===== src/rtl/assert_macros.svh =====
// Assertion helpers for the RTL.
`ifndef ASSERT_MACROS_SVH
`define ASSERT_MACROS_SVH

// Check that prop holds at every clock edge outside reset.
`define PVA_ASSERT(lbl, clk, rst_n, prop, msg) \
  lbl: assert property (@(posedge clk) disable iff (!(rst_n)) (prop)) else $error(msg);

// Check that cons holds in the cycle after ante.
`define PVA_ASSERT_NEXT(lbl, clk, rst_n, ante, cons, msg) \
  lbl: assert property (@(posedge clk) disable iff (!(rst_n)) (ante) |=> (cons)) \
    else $error(msg);

`endif


===== src/rtl/pva_pkg.sv =====
package pva_pkg;

  localparam int MAX_VOICES = 16;
  localparam int VIDX_W     = (MAX_VOICES > 1) ? $clog2(MAX_VOICES) : 1;
  localparam int CNT_W      = $clog2(MAX_VOICES + 1);
  localparam int AGE_W      = 64;
  localparam int VC_W       = 5;
  localparam logic [VC_W-1:0] VC_RESET = VC_W'(16);
  localparam logic [6:0] NOTE_RESET = 7'd60;

  typedef enum logic [1:0] {
    CMD_NOTE_ON  = 2'd0,
    CMD_NOTE_OFF = 2'd1,
    CMD_QUIET    = 2'd2
  } cmd_e;

  typedef enum logic [1:0] {
    ACT_FREE      = 2'd0,
    ACT_HELD      = 2'd1,
    ACT_RELEASING = 2'd2
  } act_e;

  typedef enum logic [1:0] {
    ST_IDLE,
    ST_SCAN,
    ST_COMMIT
  } st_e;

  typedef struct packed {
    logic [1:0] cmd;
    logic [6:0] note;
    logic [6:0] velocity;
    logic [3:0] quiet_voice;
  } in_item_t;

  typedef struct packed {
    logic       accepted;
    logic [3:0] voice;
    logic       gate;
    logic       retrigger;
    logic [6:0] note_out;
    logic [6:0] velocity_out;
  } out_item_t;

  // Controller to datapath.
  typedef struct packed {
    logic load;
    logic step;
    logic commit;
  } ctl_cmd_t;

  // Datapath to controller.
  typedef struct packed {
    logic scan;
    logic last;
  } dp_status_t;

  // Voice index as reported on the result: low four bits.
  function automatic logic [3:0] voice_field(input logic [VIDX_W-1:0] idx);
    logic [31:0] w;
    w = 32'(idx);
    return w[3:0];
  endfunction

endpackage


===== src/rtl/poly_voice_allocator.sv =====
// Polyphonic voice allocator.
// Input channel (in_valid_i / in_ready_o / in_item_i): one beat per note event:
// note-on, note-off, or the end of a voice's release. Output channel
// (out_valid_o / out_ready_i / out_item_o): exactly one result beat per event;
// events with no voice change to report (rejected note-off, quiet event, unused
// command) give a beat with every field zero.
// Steps: a note-on or note-off is accepted, then the voice table is scanned
// over its active voices (voice_count, clamped to 1..MAX_VOICES), then the
// result is committed. A quiet event is accepted and committed with no scan step.
// The result is valid the cycle after commit. The single age comparator in the
// scan sets the rate: one voice per cycle.
// The block takes one event at a time; in_ready_o is high only while idle.
// A finished result waits in the output register; the next event is accepted
// and scanned meanwhile, and its commit holds until the receiver takes the
// waiting beat.
// cfg_we_i / cfg_wdata_i write voice_count; write it only while idle.
// Reset clears all voices to free, silent, age zero, note 60, the age counter
// to one and voice_count to 16.
module poly_voice_allocator (
  input  logic                   clk_i,
  input  logic                   rst_ni,
  input  logic                   in_valid_i,
  output logic                   in_ready_o,
  input  pva_pkg::in_item_t      in_item_i,
  output logic                   out_valid_o,
  input  logic                   out_ready_i,
  output pva_pkg::out_item_t     out_item_o,
  input  logic                   cfg_we_i,
  input  logic [pva_pkg::VC_W-1:0] cfg_wdata_i
);

`include "assert_macros.svh"

  pva_pkg::ctl_cmd_t   ctl_cmd;
  pva_pkg::dp_status_t dp_status;

  // sequencing: accept, scan, commit
  pva_ctrl u_ctrl (
    .clk_i       (clk_i),
    .rst_ni      (rst_ni),
    .in_valid_i  (in_valid_i),
    .in_ready_o  (in_ready_o),
    .out_valid_o (out_valid_o),
    .out_ready_i (out_ready_i),
    .status_i    (dp_status),
    .cmd_o       (ctl_cmd)
  );

  // voice table, trackers and result register
  pva_datapath u_dp (
    .clk_i       (clk_i),
    .rst_ni      (rst_ni),
    .in_item_i   (in_item_i),
    .cfg_we_i    (cfg_we_i),
    .cfg_wdata_i (cfg_wdata_i),
    .cmd_i       (ctl_cmd),
    .status_o    (dp_status),
    .out_item_o  (out_item_o)
  );

  // Commit never overwrites a result that is still waiting.
  `PVA_ASSERT(a_commit_free, clk_i, rst_ni, ctl_cmd.commit |-> (!out_valid_o || out_ready_i), "commit while output is occupied")
  // After an accepted beat the block is busy.
  `PVA_ASSERT_NEXT(a_busy_after_accept, clk_i, rst_ni, in_valid_i && in_ready_o, !in_ready_o, "ready right after accept")
  // No scan step or commit while the input side is open.
  `PVA_ASSERT(a_idle_quiet, clk_i, rst_ni, in_ready_o |-> (!ctl_cmd.step && !ctl_cmd.commit), "work while idle")
  // A retrigger or a gate comes only with an accepted voice change.
  `PVA_ASSERT(a_flags_consistent, clk_i, rst_ni, out_valid_o && (out_item_o.gate || out_item_o.retrigger) |-> (out_item_o.accepted && (out_item_o.gate || !out_item_o.retrigger)), "gate or retrigger without a voice change")

endmodule


===== src/rtl/pva_ctrl.sv =====
module pva_ctrl (
  input  logic                  clk_i,
  input  logic                  rst_ni,
  input  logic                  in_valid_i,
  output logic                  in_ready_o,
  output logic                  out_valid_o,
  input  logic                  out_ready_i,
  input  pva_pkg::dp_status_t   status_i,
  output pva_pkg::ctl_cmd_t     cmd_o
);

  pva_pkg::st_e state_q, state_d;
  logic         out_valid_q, out_valid_d;

  always_ff @(posedge clk_i or negedge rst_ni) begin
    if (!rst_ni) begin
      state_q     <= pva_pkg::ST_IDLE;
      out_valid_q <= 1'b0;
    end else begin
      state_q     <= state_d;
      out_valid_q <= out_valid_d;
    end
  end

  always_comb begin
    state_d    = state_q;
    cmd_o      = '0;
    in_ready_o = 1'b0;
    unique case (state_q)
      pva_pkg::ST_IDLE: begin
        in_ready_o = 1'b1;
        if (in_valid_i) begin
          cmd_o.load = 1'b1;
          state_d    = pva_pkg::ST_SCAN;
        end
      end
      pva_pkg::ST_SCAN: begin
        if (!status_i.scan) begin
          state_d = pva_pkg::ST_COMMIT;
        end else begin
          cmd_o.step = 1'b1;
          if (status_i.last) state_d = pva_pkg::ST_COMMIT;
        end
      end
      pva_pkg::ST_COMMIT: begin
        // hold until the output register is free
        if (!out_valid_q || out_ready_i) begin
          cmd_o.commit = 1'b1;
          state_d      = pva_pkg::ST_IDLE;
        end
      end
      default: state_d = pva_pkg::ST_IDLE;
    endcase

    out_valid_d = out_valid_q;
    if (cmd_o.commit) out_valid_d = 1'b1;
    else if (out_ready_i) out_valid_d = 1'b0;
  end

  assign out_valid_o = out_valid_q;

endmodule


===== src/rtl/pva_datapath.sv =====
module pva_datapath (
  input  logic                  clk_i,
  input  logic                  rst_ni,
  input  pva_pkg::in_item_t     in_item_i,
  input  logic                  cfg_we_i,
  input  logic [pva_pkg::VC_W-1:0] cfg_wdata_i,
  input  pva_pkg::ctl_cmd_t     cmd_i,
  output pva_pkg::dp_status_t   status_o,
  output pva_pkg::out_item_t    out_item_o
);

  localparam int NV = pva_pkg::MAX_VOICES;
  localparam int IW = pva_pkg::VIDX_W;
  localparam int CW = pva_pkg::CNT_W;
  localparam int AW = pva_pkg::AGE_W;

  logic [6:0]       note_q [NV];
  logic             snd_q  [NV];
  logic [AW-1:0]    age_q  [NV];
  pva_pkg::act_e    act_q  [NV];
  logic [AW-1:0]    next_age_q;
  logic [pva_pkg::VC_W-1:0] vc_q;

  pva_pkg::in_item_t  item_q;
  pva_pkg::out_item_t out_q, out_d;
  logic [IW-1:0]      idx_q;

  // scan trackers: first free voice, oldest idle voice, oldest sounding voice (with the event's note on note-off)
  logic          free_found_q, ns_found_q, s_found_q;
  logic [IW-1:0] free_idx_q, ns_idx_q, s_idx_q;
  logic [AW-1:0] ns_age_q, s_age_q;

  logic [CW-1:0] n_active;
  logic [IW-1:0] last_idx;
  logic          rd_snd;
  logic [6:0]    rd_note;
  logic [AW-1:0] rd_age, cmp_age;
  pva_pkg::act_e rd_act;
  logic          age_lt, is_on, is_off, track_ns, track_s, take_free;
  logic [IW-1:0] v_on;
  logic          quiet_ok;

  always_comb begin
    if (vc_q == '0) n_active = CW'(1);
    else if (32'(vc_q) > 32'(NV)) n_active = CW'(NV);
    else n_active = CW'(vc_q);
  end

  assign last_idx = IW'(n_active - CW'(1));

  assign rd_snd  = snd_q[idx_q];
  assign rd_note = note_q[idx_q];
  assign rd_age  = age_q[idx_q];
  assign rd_act  = act_q[idx_q];
  assign cmp_age = rd_snd ? s_age_q : ns_age_q;
  assign age_lt  = rd_age < cmp_age;

  assign is_on  = (item_q.cmd == pva_pkg::CMD_NOTE_ON);
  assign is_off = (item_q.cmd == pva_pkg::CMD_NOTE_OFF);

  assign take_free = is_on && !rd_snd && (rd_act == pva_pkg::ACT_FREE) && !free_found_q;
  assign track_ns  = is_on && !rd_snd && (!ns_found_q || age_lt);
  assign track_s   = rd_snd && (is_on || (is_off && rd_note == item_q.note))
                     && (!s_found_q || age_lt);

  assign status_o.scan = is_on || is_off;
  assign status_o.last = (idx_q == last_idx);

  assign v_on = free_found_q ? free_idx_q : (ns_found_q ? ns_idx_q : s_idx_q);
  assign quiet_ok = (32'(item_q.quiet_voice) < 32'(NV)) && (rd_act == pva_pkg::ACT_RELEASING);

  always_comb begin
    out_d = '0;
    case (item_q.cmd)
      pva_pkg::CMD_NOTE_ON: begin
        out_d.accepted     = 1'b1;
        out_d.voice        = pva_pkg::voice_field(v_on);
        out_d.gate         = 1'b1;
        out_d.retrigger    = !free_found_q && !ns_found_q;
        out_d.note_out     = item_q.note;
        out_d.velocity_out = item_q.velocity;
      end
      pva_pkg::CMD_NOTE_OFF: begin
        if (s_found_q) begin
          out_d.accepted = 1'b1;
          out_d.voice    = pva_pkg::voice_field(s_idx_q);
          out_d.note_out = item_q.note;
        end
      end
      default: out_d = '0;
    endcase
  end

  // Item capture and scan trackers.
  always_ff @(posedge clk_i) begin
    if (cmd_i.load) begin
      item_q       <= in_item_i;
      idx_q        <= (in_item_i.cmd == pva_pkg::CMD_QUIET) ? IW'(in_item_i.quiet_voice) : '0;
      free_found_q <= 1'b0;
      ns_found_q   <= 1'b0;
      s_found_q    <= 1'b0;
    end else if (cmd_i.step) begin
      idx_q <= idx_q + IW'(1);
      if (take_free) begin
        free_found_q <= 1'b1;
        free_idx_q   <= idx_q;
      end
      if (track_ns) begin
        ns_found_q <= 1'b1;
        ns_idx_q   <= idx_q;
        ns_age_q   <= rd_age;
      end
      if (track_s) begin
        s_found_q <= 1'b1;
        s_idx_q   <= idx_q;
        s_age_q   <= rd_age;
      end
    end
    if (cmd_i.commit) out_q <= out_d;
  end

  // Voice table, age counter and voice count register.
  always_ff @(posedge clk_i or negedge rst_ni) begin
    if (!rst_ni) begin
      for (int i = 0; i < NV; i++) begin
        note_q[i] <= pva_pkg::NOTE_RESET;
        snd_q[i]  <= 1'b0;
        age_q[i]  <= '0;
        act_q[i]  <= pva_pkg::ACT_FREE;
      end
      next_age_q <= AW'(1);
      vc_q       <= pva_pkg::VC_RESET;
    end else begin
      if (cfg_we_i) vc_q <= cfg_wdata_i;
      if (cmd_i.commit) begin
        case (item_q.cmd)
          pva_pkg::CMD_NOTE_ON: begin
            note_q[v_on] <= item_q.note;
            snd_q[v_on]  <= 1'b1;
            age_q[v_on]  <= next_age_q;
            act_q[v_on]  <= pva_pkg::ACT_HELD;
            next_age_q   <= next_age_q + AW'(1);
          end
          pva_pkg::CMD_NOTE_OFF: begin
            if (s_found_q) begin
              snd_q[s_idx_q] <= 1'b0;
              act_q[s_idx_q] <= pva_pkg::ACT_RELEASING;
            end
          end
          pva_pkg::CMD_QUIET: begin
            if (quiet_ok) act_q[idx_q] <= pva_pkg::ACT_FREE;
          end
          default: ;
        endcase
      end
    end
  end

  assign out_item_o = out_q;

endmodule

===== config.mk =====
export PLATFORM = sky130hd
export DESIGN_NAME = poly_voice_allocator
export DESIGN_NICKNAME = d
export VERILOG_FILES = /design/src/rtl/pva_pkg.sv /design/src/rtl/poly_voice_allocator.sv /design/src/rtl/pva_ctrl.sv /design/src/rtl/pva_datapath.sv
export VERILOG_INCLUDE_DIRS = /design/src /design/src/rtl
export SDC_FILE = /design/constraint.sdc
export NUM_CORES = 2
export LEC_CHECK = 0
export ABC_AREA = 1
export BUFFER_PORTS_ARGS = -buffer_cell sky130_fd_sc_hd__buf_2
export CAP_MARGIN = 20
export CORE_MARGIN = 2
export CORE_UTILIZATION = 45
export CTS_CLUSTER_DIAMETER = 200
export DETAILED_ROUTE_END_ITERATION = 10
export GPL_TIMING_DRIVEN = 0
export SETUP_SLACK_MARGIN = 0.2
export SYNTH_ARGS = -nofsm -noshare
export SYNTH_HDL_FRONTEND = slang
export SYNTH_HIERARCHICAL = 1
export SYNTH_SLANG_ARGS = --single-unit

===== constraint.sdc =====
create_clock -name clk_i -period 18.89 [get_ports clk_i]
set_clock_uncertainty 0.05 [all_clocks]
set_input_delay 3.778 -clock clk_i [delete_from_list [all_inputs] [get_ports clk_i]]
set_output_delay 3.778 -clock clk_i [all_outputs]
set_load 0.02 [all_outputs]

==> results.json <==
{
  "number_of_cts_inserted_buffers": 160,
  "worstHoldPathType": "flop to flop",
  "ratio_of_cells_with_drive_above_1_in_the_final_layout_pct": 7.570,
  "cp_data_required_time_ns": 19.32,
  "worst_slew_pin_slew_ns": 1.420,
  "synth-seq-area-share_pct": 56.93,
  "htree_num_levels": 4,
  "cts.hold.buffers_added": 0,
  "ys_ff_latch": 1440,
  "post-layout-total-power_mw": 13.45,
  "dieArea_sq_mm": 0.1475,
  "beginning_of_the_critical_path": "u_dp/idx_q[1]",
  "area_growth_pct": 14.04,
  "worst_slack_ns": 9.965,
  "drt.antenna.violating_nets": 0,
  "timing.setup.critical_path_class": "flop to flop",
  "critical_path.slowest_cell": "sky130_fd_sc_hd__clkbuf_1",
  "buffer_ports.inserted": 52,
  "num_vias": 59429,
  "final.setup.tns_ns": 0,
  "drt-vias-per-instance": 6.205,
  "power-per-cell-area_mw_per_mm2": 181.4,
  "pre_cts_ws_ns": 10.38,
  "number_of_enable_flip_flop_cells_after_synthesis": 181,
  "worst_case_headroom_to_the_max_slew_limit_pct": 5.322,
  "final.min_clock_period_ns": 8.925,
  "post_synth_inst_count": 7254,
  "cap_viol_max_count": 0,
  "finalSetupViolations": 0,
  "clock_sink_count": 1440,
  "post-cts-setup-buffers": 0,
  "core_area_sq_mm": 0.1435,
  "ys.flop_type": "sky130_fd_sc_hd__dfrtp_1",
  "cp_max_fo": 24,
  "first_global_vias": 56043,
  "resize_count_post_cts": 0,
  "drt_pre_antenna_iters": 7,
  "wl_per_cell_um": 30.74,
  "synth.most_common_cell": "sky130_fd_sc_hd__nand2_1",
  "drc": 0,
  "rsz0062_at_grt": "no",
  "timing.hold.worst.start": "u_dp/note_q[38]",
  "worstPathArrival_ns": 9.36,
  "globalRouteOverflowTotal": 0,
  "syn-cell-area_sq_mm": 0.06500,
  "floorplan.io_pins": 53,
  "pin_count_of_the_biggest_net_entering_global_routing": 162,
  "run_status": "finished, final reports clean",
  "synth.yosys.warnings": 6,
  "grt_use_total_pct": 39.72,
  "final_nets": 7641,
  "hold_viol": 0,
  "synth_area_per_cell_sq_um": 8.961,
  "synth-async-reset-ratio_pct": 87.22,
  "fin_max_slew_vios": 0,
  "timing.critical_path.cells": "buf_2, buf_2, buf_2, clkbuf_1, clkbuf_1, clkbuf_1, a21oi_1, o21ai_0, nand2_1, nand2_1, nand4_1, ha_1, a21oi_1, nor2_1, a211oi_1, o221ai_1, a21oi_1, nand2_1, nand2_1, nand2_1, a21oi_4, buf_12, buf_12",
  "floorplan.die.height_um": 384.1,
  "gp_congestion": 1.035,
  "worstSkewPairLatency_ns": 0.82,
  "floorplan.rows": 139,
  "drt_wl_total_mm": 294.4,
  "cpPeakStageDelay_ns": 0.86,
  "yosysTopAreaCell": "sky130_fd_sc_hd__dfrtp_1",
  "horizontal_die_dimension_um": 384.1,
  "cts-root-to-sink-buffers": 3,
  "grt_antenna_before_repair": 22,
  "finalCritPeriodShare_pct": 47.25,
  "total_leakage_power_nw": 32.32,
  "global_route_wire_length_before_repair_mm": 414.5,
  "timing.rr.start": "u_dp/idx_q[1]",
  "critPathCaptureType": "flop",
  "synth_nets": 7356,
  "drt_first_iter_violations": 8936,
  "synth.lib_cells_used.distinct": 53,
  "clkSlewWorstSetupHoldPaths_ns": 0.06,
  "crit_path_frequent_cell": "sky130_fd_sc_hd__nand2_1",
  "synth.cells.most_frequent": "sky130_fd_sc_hd__nand2_1 (1809), sky130_fd_sc_hd__o21ai_0 (1309), sky130_fd_sc_hd__dfrtp_1 (1190)",
  "dpl_wire_length_mm": 208.2,
  "netlist.area_leader.share_pct": 45.81,
  "worst_ir_drop_vdd_uv": 100.1,
  "root_buffer": "sky130_fd_sc_hd__clkbuf_16",
  "maxClockFrequency_mhz": 112.0,
  "start_util_pct": 45.30,
  "cp-start-kind": "flop",
  "tritoncts": "done",
  "synthTopCellsByArea": "sky130_fd_sc_hd__dfrtp_1 (46%), sky130_fd_sc_hd__nand2_1 (10%), sky130_fd_sc_hd__o21ai_0 (10%)"
}
[power by group]
group / total (mW) / internal (mW) / switching (mW)
registers: 4.55 / 4.11 / 0.442
logic: 5.78 / 1.63 / 4.15
clock network: 3.11 / 1.79 / 1.32
[cell usage in the layout, fill, tap and decap left out, drive strengths merged, types with 33 or more instances in the layout]
| cell | instances |
|---|---|
| o21a | 214 |
| a32o | 50 |
| mux2i | 63 |
| buf | 246 |
| nand4 | 62 |
| inv | 351 |
| dfstp | 66 |
| nor3 | 48 |
| ha | 72 |
| nand2 | 1813 |
| o21ai | 1424 |
| nor2 | 429 |
| clkinv | 43 |
| dfrtp | 1190 |
| edfxtp | 181 |
| clkbuf | 681 |
| nand3 | 59 |
| xor2 | 66 |
| o22ai | 145 |
| a221oi | 33 |
| a21oi | 308 |
[layer usage]
metal  vias to the layer above  part of all wire, %  global-route usage [%]  wire (um)
met1                     29437                   37                   50.70     109300
met3                       985                   12                   12.65      35830
li1                      25029                    -                       -          -
met5                         -                0.046                  0.2274        135
met2                      3964                   41                   55.68     121500
met4                        14                  9.4                   31.02      27700
[metrics by stage]
| stage | cell area [sq um] | instances | utilization [%] | hold WS (ns) |
|---|---|---|---|---|
| after global placement | 67640 | 9209 | 47.14 | 0.4102 |
| after floorplan | 65000 | 7254 | - | 0.3978 |
| after CTS | 73740 | 9538 | 51.39 | 0.4222 |
| after detailed placement | 68570 | 9253 | 47.79 | 0.4136 |
| after global routing | 74100 | 9568 | 51.65 | 0.4413 |
| final | 74130 | 9578 | 51.66 | 0.4237 |
[final timing paths]
path	slack, ns	cells past startpoint	endpoint
worst max-delay path	9.97	23	u_dp/ns_age_q[32]
worst min-delay path	0.42	2	u_dp/note_q[38]
worst max register to register	9.97	23	u_dp/ns_age_q[32]
worst min register to register	0.42	2	u_dp/note_q[38]
max in group asynchronous	13.22	4	u_dp/age_q[406]
min in group asynchronous	2.87	1	u_dp/note_q[8]
[worst max-delay path, delay by kind of cell (launching register included)]
family                     cells  cell delay (ns)
AOI/OAI and AO/OA              7             1.82
adders and majority gates      1             0.40
buffers and inverters          8             4.03
DFF                            1             0.63
and+or+nand+nor                7             1.56
[flip-flops by register name, summed over array words and instances (netlist names)]
register / cells
u_dp/idx_q: 4
u_dp/s_found_q: 1
u_dp/ns_age_q: 64
u_dp/note_q: 112
u_dp/next_age_q: 64
u_dp/free_idx_q: 4
u_dp/act_q: 32
u_ctrl/out_valid_o: 1
u_dp/item_q: 16
u_dp/s_age_q: 64
u_dp/snd_q: 16
u_ctrl/state_q: 2
u_dp/age_q: 1024
u_dp/out_item_o: 21
u_dp/free_found_q: 1
u_dp/ns_found_q: 1
u_dp/vc_q: 5
u_dp/s_idx_q: 4
u_dp/ns_idx_q: 4
[cell type report]
cell class,instances,area [sq um]
multi-input combinational,4894,24440
inverter,358,1344
antenna,13,32.53
clock inverter,43,449.2
timing repair buffer,123,1516
buffer,562,2237
sequential,1440,37010
clock buffer,242,4716
fill,13575,69350
tap,1903,2381
[logic make-up (layout without fill, tap and decap cells)]
| logic type | count (synthesis) | count (layout) | synth area share, % |
|---|---|---|---|
| XOR/XNOR | 69 | 69 | 0.9297 |
| adder cells (fa/ha/maj) | 72 | 72 | 1.386 |
| AO/OA/AOI/OAI | 2249 | 2249 | 19.33 |
| buffers and inverters | 920 | 1328 | 5.507 |
| flip-flops | 1440 | 1440 | 56.93 |
| multiplexers | 71 | 71 | 1.109 |
| other | 0 | 13 | 0 |
| AND/OR/NAND/NOR | 2433 | 2433 | 14.80 |
No activity file was read; power rests on OpenSTA's default activity.
